$ cat src/hw/rtl/rtp_pkg.sv
package rtp_pkg;

	localparam logic [7:0] CH_PERCENT  = 8'h25;
	localparam logic [7:0] CH_SLASH    = 8'h2F;
	localparam logic [7:0] CH_QUESTION = 8'h3F;
	localparam logic [7:0] CH_AMP      = 8'h26;
	localparam logic [7:0] CH_EQUALS   = 8'h3D;
	localparam logic [3:0] HEX_LETTER_BASE = 4'd10;

	localparam int MAX_RESULTS = 4;
	localparam int GRP_DEPTH   = 2;

	typedef enum logic [2:0] {
		PH_START      = 3'd0,
		PH_PATH_FRESH = 3'd1,
		PH_PATH_OPEN  = 3'd2,
		PH_KEY_FRESH  = 3'd3,
		PH_KEY_OPEN   = 3'd4,
		PH_VALUE      = 3'd5,
		PH_SKIP       = 3'd6
	} phase_t;

	typedef enum logic [2:0] {
		EV_DATA     = 3'd0,
		EV_SEG_END  = 3'd1,
		EV_KEY_END  = 3'd2,
		EV_PAIR_END = 3'd3,
		EV_ACCEPT   = 3'd4,
		EV_ERROR    = 3'd5
	} ev_t;

	localparam logic [1:0] PART_PATH  = 2'd0;
	localparam logic [1:0] PART_KEY   = 2'd1;
	localparam logic [1:0] PART_VALUE = 2'd2;

	localparam logic [1:0] ERR_NONE   = 2'd0;
	localparam logic [1:0] ERR_SLASH  = 2'd1;
	localparam logic [1:0] ERR_ESCAPE = 2'd2;

	localparam logic [1:0] ESC_IDLE = 2'd0;
	localparam logic [1:0] ESC_HIGH = 2'd1;
	localparam logic [1:0] ESC_LOW  = 2'd2;

	typedef struct packed {
		phase_t     phase;
		logic [1:0] esc;
		logic [3:0] hi;
	} parse_state_t;

	localparam parse_state_t ST_RESET = '{phase: PH_START, esc: ESC_IDLE, hi: 4'd0};

	typedef struct packed {
		ev_t        ev;
		logic [7:0] data;
		logic [1:0] part;
		logic [1:0] err;
	} result_t;

	typedef struct packed {
		logic [2:0]    cnt;
		result_t [3:0] res;
	} group_t;

	// {valid, value}
	function automatic logic [4:0] hex_val(input logic [7:0] c);
		logic [4:0] r;
		r = 5'd0;
		if (c >= 8'h30 && c <= 8'h39)
			r = {1'b1, c[3:0]};
		else if ((c >= 8'h41 && c <= 8'h46) || (c >= 8'h61 && c <= 8'h66))
			r = {1'b1, c[3:0] - 4'd1 + HEX_LETTER_BASE};
		return r;
	endfunction

	function automatic logic [1:0] part_of(input phase_t ph);
		logic [1:0] p;
		p = PART_PATH;
		if (ph == PH_KEY_FRESH || ph == PH_KEY_OPEN)
			p = PART_KEY;
		else if (ph == PH_VALUE)
			p = PART_VALUE;
		return p;
	endfunction

	function automatic result_t mk(input ev_t ev, input logic [7:0] data,
		input logic [1:0] part, input logic [1:0] err);
		result_t r;
		r.ev   = ev;
		r.data = data;
		r.part = part;
		r.err  = err;
		return r;
	endfunction

endpackage

$ cat src/hw/rtl/rtp_in_if.sv
interface rtp_in_if;
	logic       valid;
	logic       ready;
	logic [7:0] target_byte;
	logic       final_byte;

	modport source(output valid, output target_byte, output final_byte, input ready);
	modport sink(input valid, input target_byte, input final_byte, output ready);
endinterface

$ cat src/hw/rtl/rtp_out_if.sv
interface rtp_out_if;
	logic       valid;
	logic       ready;
	logic [2:0] event_res;
	logic [7:0] decoded_byte;
	logic [1:0] part;
	logic [1:0] error_kind;
	logic       run_last;

	modport source(output valid, output event_res, output decoded_byte, output part,
		output error_kind, output run_last, input ready);
	modport sink(input valid, input event_res, input decoded_byte, input part,
		input error_kind, input run_last, output ready);
endinterface

$ cat src/hw/rtl/request_target_parser_core.sv
// Request target parser with percent decoding.
// target: one raw byte of the request target per item, final_byte marks the
//   last byte. The path is split at slashes, the query at ampersands and
//   equals signs, and percent escapes are decoded.
// events: decoded bytes, segment/key/pair ends, then accept or error;
//   run_last marks the last result that one input byte caused.
// Each accepted byte is parsed in the cycle it is taken; its results, if
//   any (up to four), go as one group into a two-entry result queue and
//   are offered in order, one result per cycle while events ready is high.
// Throughput: one byte per cycle while each byte yields at most one
//   result and events ready is high; a byte with more results holds the
//   output until all are taken; the rate is set by the single result port.
// When the receiver stalls, the queue holds up to two groups and target
//   ready drops only when both entries are full.
// Reset empties the queue and leaves the parser waiting for a leading slash.
// After an error, bytes are dropped without results up to and including the
//   byte flagged final.
module request_target_parser_core
	import rtp_pkg::*;
(
	input logic        clk,
	input logic        arst_n,
	rtp_in_if.sink     target,
	rtp_out_if.source  events
);

	parse_state_t state_q;
	parse_state_t state_n;
	group_t       grp;
	group_t       grp_q [GRP_DEPTH];
	logic [1:0]   cnt_q;
	logic         wr_q;
	logic         rd_q;
	logic [1:0]   idx_q;
	logic         acc;
	logic         push;
	logic         pop;
	logic         last_res;
	group_t       head;
	result_t      cur;

	rtp_decode u_decode (
		.st   (state_q),
		.b    (target.target_byte),
		.fin  (target.final_byte),
		.st_n (state_n),
		.grp  (grp)
	);

	assign target.ready = (cnt_q != 2'(GRP_DEPTH));
	assign acc          = target.valid && target.ready;
	assign push         = acc && (grp.cnt != 3'd0);

	assign head     = grp_q[rd_q];
	assign cur      = head.res[idx_q];
	assign last_res = ({1'b0, idx_q} == (head.cnt - 3'd1));
	assign pop      = events.valid && events.ready && last_res;

	assign events.valid        = (cnt_q != 2'd0);
	assign events.event_res    = cur.ev;
	assign events.decoded_byte = cur.data;
	assign events.part         = cur.part;
	assign events.error_kind   = cur.err;
	assign events.run_last     = last_res;

	always_ff @(posedge clk or negedge arst_n) begin
		if (!arst_n) begin
			state_q <= ST_RESET;
			cnt_q   <= 2'd0;
			wr_q    <= 1'b0;
			rd_q    <= 1'b0;
			idx_q   <= 2'd0;
		end else begin
			if (acc)
				state_q <= state_n;
			if (push)
				wr_q <= ~wr_q;
			if (pop) begin
				rd_q  <= ~rd_q;
				idx_q <= 2'd0;
			end else if (events.valid && events.ready) begin
				idx_q <= idx_q + 2'd1;
			end
			cnt_q <= cnt_q + {1'b0, push} - {1'b0, pop};
		end
	end

	always_ff @(posedge clk) begin
		if (push)
			grp_q[wr_q] <= grp;
	end

`ifndef SYNTHESIS
	a_cnt_bound: assert property (@(posedge clk) disable iff (!arst_n)
		cnt_q <= 2'(GRP_DEPTH))
		else $error("result queue overflow");

	a_head_nonempty: assert property (@(posedge clk) disable iff (!arst_n)
		events.valid |-> (head.cnt != 3'd0 && {1'b0, idx_q} < head.cnt))
		else $error("queued group has no result at current index");

	a_skip_silent: assert property (@(posedge clk) disable iff (!arst_n)
		(acc && state_q.phase == PH_SKIP) |-> !push)
		else $error("result produced while skipping after error");

	a_final_resets: assert property (@(posedge clk) disable iff (!arst_n)
		(acc && target.final_byte) |=> (state_q == ST_RESET))
		else $error("parser state not cleared after final byte");
`endif

endmodule

$ cat src/hw/rtl/rtp_decode.sv
module rtp_decode
	import rtp_pkg::*;
(
	input  parse_state_t st,
	input  logic [7:0]   b,
	input  logic         fin,
	output parse_state_t st_n,
	output group_t       grp
);

	logic [2:0]    n;
	result_t [3:0] res;
	logic          do_fin;
	logic [4:0]    hv;

	always_comb begin
		st_n   = st;
		n      = 3'd0;
		res    = '0;
		do_fin = 1'b0;
		hv     = hex_val(b);

		if (st.phase == PH_SKIP) begin
			if (fin)
				st_n = ST_RESET;
		end else if (st.phase == PH_START || st.phase > PH_VALUE) begin
			st_n = ST_RESET;
			if (b != CH_SLASH) begin
				res[n[1:0]] = mk(EV_ERROR, 8'd0, PART_PATH, ERR_SLASH);
				n = n + 3'd1;
				if (!fin)
					st_n.phase = PH_SKIP;
			end else begin
				st_n.phase = PH_PATH_FRESH;
				do_fin = fin;
			end
		end else if (st.esc != ESC_IDLE) begin
			if (!hv[4]) begin
				res[n[1:0]] = mk(EV_ERROR, 8'd0, PART_PATH, ERR_ESCAPE);
				n = n + 3'd1;
				st_n = ST_RESET;
				if (!fin)
					st_n.phase = PH_SKIP;
			end else if (st.esc == ESC_HIGH) begin
				st_n.hi  = hv[3:0];
				st_n.esc = ESC_LOW;
				do_fin = fin;
			end else begin
				res[n[1:0]] = mk(EV_DATA, {st.hi, hv[3:0]}, part_of(st.phase), ERR_NONE);
				n = n + 3'd1;
				st_n.esc = ESC_IDLE;
				st_n.hi  = 4'd0;
				do_fin = fin;
			end
		end else begin
			do_fin = fin;
			case (st.phase)
				PH_PATH_FRESH, PH_PATH_OPEN: begin
					if (b == CH_QUESTION) begin
						if (st.phase == PH_PATH_OPEN) begin
							res[n[1:0]] = mk(EV_SEG_END, 8'd0, PART_PATH, ERR_NONE);
							n = n + 3'd1;
						end
						st_n.phase = PH_KEY_FRESH;
					end else if (b == CH_SLASH) begin
						res[n[1:0]] = mk(EV_SEG_END, 8'd0, PART_PATH, ERR_NONE);
						n = n + 3'd1;
						st_n.phase = PH_PATH_OPEN;
					end else if (b == CH_PERCENT) begin
						st_n.phase = PH_PATH_OPEN;
						st_n.esc   = ESC_HIGH;
					end else begin
						st_n.phase = PH_PATH_OPEN;
						res[n[1:0]] = mk(EV_DATA, b, PART_PATH, ERR_NONE);
						n = n + 3'd1;
					end
				end
				PH_KEY_FRESH, PH_KEY_OPEN: begin
					if (b == CH_AMP) begin
						if (st.phase == PH_KEY_OPEN) begin
							res[n[1:0]] = mk(EV_KEY_END, 8'd0, PART_KEY, ERR_NONE);
							n = n + 3'd1;
							res[n[1:0]] = mk(EV_PAIR_END, 8'd0, PART_VALUE, ERR_NONE);
							n = n + 3'd1;
						end
						st_n.phase = PH_KEY_FRESH;
					end else if (b == CH_EQUALS) begin
						res[n[1:0]] = mk(EV_KEY_END, 8'd0, PART_KEY, ERR_NONE);
						n = n + 3'd1;
						st_n.phase = PH_VALUE;
					end else if (b == CH_PERCENT) begin
						st_n.phase = PH_KEY_OPEN;
						st_n.esc   = ESC_HIGH;
					end else begin
						st_n.phase = PH_KEY_OPEN;
						res[n[1:0]] = mk(EV_DATA, b, PART_KEY, ERR_NONE);
						n = n + 3'd1;
					end
				end
				default: begin
					if (b == CH_AMP) begin
						res[n[1:0]] = mk(EV_PAIR_END, 8'd0, PART_VALUE, ERR_NONE);
						n = n + 3'd1;
						st_n.phase = PH_KEY_FRESH;
					end else if (b == CH_PERCENT) begin
						st_n.esc = ESC_HIGH;
					end else begin
						res[n[1:0]] = mk(EV_DATA, b, PART_VALUE, ERR_NONE);
						n = n + 3'd1;
					end
				end
			endcase
		end

		// end of target: close what is open, then accept, or flag an error if an escape is unfinished
		if (do_fin) begin
			if (st_n.esc != ESC_IDLE) begin
				res[n[1:0]] = mk(EV_ERROR, 8'd0, PART_PATH, ERR_ESCAPE);
				n = n + 3'd1;
			end else begin
				if (st_n.phase == PH_PATH_OPEN) begin
					res[n[1:0]] = mk(EV_SEG_END, 8'd0, PART_PATH, ERR_NONE);
					n = n + 3'd1;
				end else if (st_n.phase == PH_KEY_OPEN) begin
					res[n[1:0]] = mk(EV_KEY_END, 8'd0, PART_KEY, ERR_NONE);
					n = n + 3'd1;
					res[n[1:0]] = mk(EV_PAIR_END, 8'd0, PART_VALUE, ERR_NONE);
					n = n + 3'd1;
				end else if (st_n.phase == PH_VALUE) begin
					res[n[1:0]] = mk(EV_PAIR_END, 8'd0, PART_VALUE, ERR_NONE);
					n = n + 3'd1;
				end
				res[n[1:0]] = mk(EV_ACCEPT, 8'd0, PART_PATH, ERR_NONE);
				n = n + 3'd1;
			end
			st_n = ST_RESET;
		end

		grp.cnt = n;
		grp.res = res;
	end

endmodule
$ cat src/flat_wrapper.sv
// flat-port wrapper written by rule: the top's interface ports become plain ports
module request_target_parser_core_flat import rtp_pkg::*;
  (clk, arst_n, target_valid, target_target_byte, target_final_byte, target_ready, events_valid, events_event_res, events_decoded_byte, events_part, events_error_kind, events_run_last, events_ready);
  rtp_in_if target_i ();
  rtp_out_if events_i ();
  input logic clk;
  input logic arst_n;
  input wire logic [$bits(target_i.valid)-1:0] target_valid;
  input wire logic [$bits(target_i.target_byte)-1:0] target_target_byte;
  input wire logic [$bits(target_i.final_byte)-1:0] target_final_byte;
  output wire logic [$bits(target_i.ready)-1:0] target_ready;
  output wire logic [$bits(events_i.valid)-1:0] events_valid;
  output wire logic [$bits(events_i.event_res)-1:0] events_event_res;
  output wire logic [$bits(events_i.decoded_byte)-1:0] events_decoded_byte;
  output wire logic [$bits(events_i.part)-1:0] events_part;
  output wire logic [$bits(events_i.error_kind)-1:0] events_error_kind;
  output wire logic [$bits(events_i.run_last)-1:0] events_run_last;
  input wire logic [$bits(events_i.ready)-1:0] events_ready;
  assign target_i.valid = target_valid;
  assign target_i.target_byte = target_target_byte;
  assign target_i.final_byte = target_final_byte;
  assign target_ready = target_i.ready;
  assign events_valid = events_i.valid;
  assign events_event_res = events_i.event_res;
  assign events_decoded_byte = events_i.decoded_byte;
  assign events_part = events_i.part;
  assign events_error_kind = events_i.error_kind;
  assign events_run_last = events_i.run_last;
  assign events_i.ready = events_ready;
  request_target_parser_core u_core (.clk(clk), .arst_n(arst_n), .target(target_i), .events(events_i));
endmodule
$ cat config.mk
export PLATFORM = sky130hd
export DESIGN_NAME = request_target_parser_core_flat
export DESIGN_NICKNAME = d
export VERILOG_FILES = /design/src/hw/rtl/rtp_pkg.sv /design/src/hw/rtl/rtp_in_if.sv /design/src/hw/rtl/rtp_out_if.sv /design/src/hw/rtl/request_target_parser_core.sv /design/src/hw/rtl/rtp_decode.sv /design/src/flat_wrapper.sv
export SDC_FILE = /design/constraint.sdc
export NUM_CORES = 1
export LEC_CHECK = 0
export ABC_AREA = 1
export CORE_MARGIN = 2
export CORE_UTILIZATION = 65
export CTS_BUF_LIST = sky130_fd_sc_hd__clkbuf_16
export CTS_CLUSTER_DIAMETER = 100
export CTS_CLUSTER_SIZE = 10
export DETAILED_ROUTE_END_ITERATION = 7
export DONT_BUFFER_PORTS = 1
export PLACE_DENSITY_LB_ADDON = 0.15
export RECOVER_POWER = 100
export SYNTH_ARGS = -nofsm -noshare
export SYNTH_HDL_FRONTEND = slang
export SYNTH_HIERARCHICAL = 1
export SYNTH_SLANG_ARGS = --single-unit
$ cat constraint.sdc
create_clock -name clk -period 7.9 [get_ports clk]
set_clock_uncertainty 0.1 [all_clocks]
set_input_delay 0.395 -clock clk [delete_from_list [all_inputs] [get_ports clk]]
set_output_delay 0.395 -clock clk [all_outputs]
set_load 0.03 [all_outputs]
==> run_results.csv <==
group,metric,value,unit
timing,fin_crit_sh,73.8,%
critical_path,critical_path_arrival,5.79,ns
critical_path,worst-setup-path-type,"flop to flop",
layout,num_antenna_cells,0,
critical_path,rrSetupSlack,2.07,ns
timing,max_freq,0.172,GHz
routing,drtPass1Iterations,5,
flow_run,cap_violations,1,
floorplanning,dieArea,0.0130,mm2
synth,synth_cell_types,60,
synth,synth_top_area_share,47.9,%
clock_tree,clock-sinks,141,
grt,grt_max_degree,67,
timing,fin_tns_setup,0,ns
clock_tree,cts_setup_buffers,0,
synth,synth-seq-area-share,52.7,%
timing,rsz0062_at_grt,"no",
synth,ys_top_cells_by_count,"nand2_1, edfxtp_1, nor2_1, o21ai_0, inv_1",
routing,post_drt_wl_per_cell,18.3,um
floorplanning,die_width,114,um
layout,area_growth,6.51,%
synth,synthAdderAreaFrac,3.01,%
floorplanning,fp-row-count,40,
synth,synth-compound-area-share,14.2,%
placement,pre_cts_ws,3.09,ns
synth,yosysWarnings,6,
clock_tree,tritoncts.num_buffers,17,
run_status,failed_checks,"capacitance limit, slew limit",
layout,nets,871,
grt,overflow,0,
synth,synth_edf_count,126,
routing,drt_iter0_markers,608,
synth,synth_ff_type,"edfxtp_1",
clock_tree,clk_latency,0.42,ns
layout,drive_gt1_share,13.7,%
layout,fillers,892,
placement,dp.cells,966,
floorplanning,start_util,66.3,%
routing,dr_total_vias,5904,
floorplanning,num_io_pins,31,
layout,layout.cells.non_filler,999,
timing,slew_headroom,-86.6,%
synth,avgSynthCellArea,9.41,um2
grt,grt_pass1_wl,28900,um
synth,ys_ff_latch,141,
routing,drc_errors,0,
worst_hold_path,hp-class,"input port to flop",
clock_tree,path_clk_slew,0.06,ns
synth,synthTopCellsByArea,"edfxtp_1, nand2_1, dfrtp_1",
clock_tree,cts_tree,"built",
run_status,run_status,"finished, violations left",
clock_tree,cts_root_buffer,"clkbuf_16",
synth,synthCells,839,
timing,setup_viol,0,
grt,antenna_found_initial,1,
synth,synth.most_common_cell,"nand2_1",
clock_tree,cts_buffer_depth,2,
clock_tree,cts_resized,0,
critical_path,required,7.86,ns
placement,globalplace.congestion,0.961,
timing,period_minus_slack,5.83,ns
synth,synth_top_family_by_area,"simple AND/OR/NAND/NOR gates",
timing,setup_ws,2.07,ns
synth,synthMuxAreaShare,0.127,%
synth,synth-xor-area-share,0.333,%
timing,slew_violations,67,
synth,synth_area,0.00790,mm2
timing,tightest_slew,2.80,ns
clock_tree,postCtsHoldBufs,1,
grt,grt_usage,29.1,%
routing,viasPerCell,5.91,
synth,synth_simple_gate_area_share,21.2,%
critical_path,end_kind,"flop",
floorplanning,coreArea,0.0119,mm2
critical_path,path_max_fanout,63,
layout,design_area,0.00841,mm2
synth,yosys.area.top_type,"edfxtp_1",
placement,placedInstanceArea,0.00791,mm2
critical_path,start_kind,"flop",
synth,async_flop_share,10.6,%
timing,hold_violations,0,
routing,drt_wl_total,18300,um
placement,dpl.hpwl,12600,um
floorplanning,die_h,114,um
placement,io_buffers,0,
routing,antenna_left,0,
grt,grt_pass1_vias,5766,
clock_tree,cts-htree-levels,4,
==> cells in the final DEF (no fill, tap or decap), drive strengths merged, types with 2 or more instances in the layout <==
master    count
nand3        34
o21ai        86
edfxtp      126
clkinv       10
buf           6
a21boi        5
inv          83
clkbuf       19
nor2        110
nand4         2
nor4          3
a31oi         2
o2111ai       2
o22ai        34
o211ai        6
dfrtp        15
nand2       199
a211oi        2
clkinvlp      5
o221ai        2
ha           19
or2           3
nor3          5
conb         27
a21oi        30
xnor2         2
==> per-stage QoR <==
step / utilization (%) / hold WS (ns)
2_1_floorplan: - / -0.000591
3_3_place_gp: 66.4 / -0.000140
3_5_place_dp: 66.4 / -0.000144
4_1_cts: 71.3 / 0.187
5_1_grt: 70.6 / 0.242
6_report: 70.6 / 0.210
==> worst max-delay path, cell delays in order, from the launching register on <==
cell      delay (ns)
dfrtp_1         0.44
nand2_1         0.09
inv_1           0.07
a21oi_1         0.94
inv_4           0.11
nor2_1          0.32
inv_1           0.16
a21oi_1         0.23
o221ai_1        0.18
and3_1          0.27
inv_1           0.18
ha_1            0.28
a32oi_1         0.41
ha_1            0.28
inv_1           0.09
o211ai_1        0.10
nand3_1         0.09
nand2_1         0.08
inv_1           0.06
o31ai_2         0.51
nor2_4          0.03
buf_4           0.39
==> sequential cells by signal (all words and copies together) (netlist names) <==
name            count
u_core/cnt_q        2
u_core/grp_q      126
u_core/idx_q        2
u_core/rd_q         1
u_core/state_q      9
u_core/wr_q         1
==> final cells by class <==
cell class	count	area, um2	share of cell area (%)
clock buffers	17	425	5.06
flip-flops and latches	141	4160	49.4
repair buffers	9	62.6	0.744
inverters	84	324	3.85
clock inverters	15	138	1.64
well taps	147	184	2.19
multi-input cells	586	3120	37.1
==> routing by layer <==
| layer | global-route usage (%) | wire length (um) |
|---|---|---|
| met2 | 47.4 | 8950 |
| met4 | 14.1 | 544 |
| met1 | 36.6 | 7430 |
| met5 | 0 | 7 |
| met3 | 7.46 | 1360 |
==> path summary, 6_finish.rpt <==
path / start / endpoint / depth (start not counted)
min: target_final_byte / u_core/state_q[1] / 5
max: u_core/state_q[7] / u_core/grp_q[0][18] / 21
min reg2reg: u_core/state_q[1] / u_core/state_q[1] / 2
max reg2reg: u_core/state_q[7] / u_core/grp_q[0][18] / 21
max in group asynchronous: arst_n / u_core/rd_q / 1
min in group asynchronous: arst_n / u_core/wr_q / 1
==> logic make-up (layout without fill, tap and decap cells) <==
logic type | after synthesis | count (layout)
AOI/OAI and AO/OA | 179 | 179
other | 1 | 27
and+or+nand+nor | 357 | 357
xor gates and xnor gates | 3 | 3
adders and majority gates | 19 | 19
muxes | 1 | 1
buffers and inverters | 138 | 125
DFF | 141 | 141
Power is left out: the tool's default activity adds up to more than one toggle a clock period on the data nets, which glitch-free logic cannot reach.
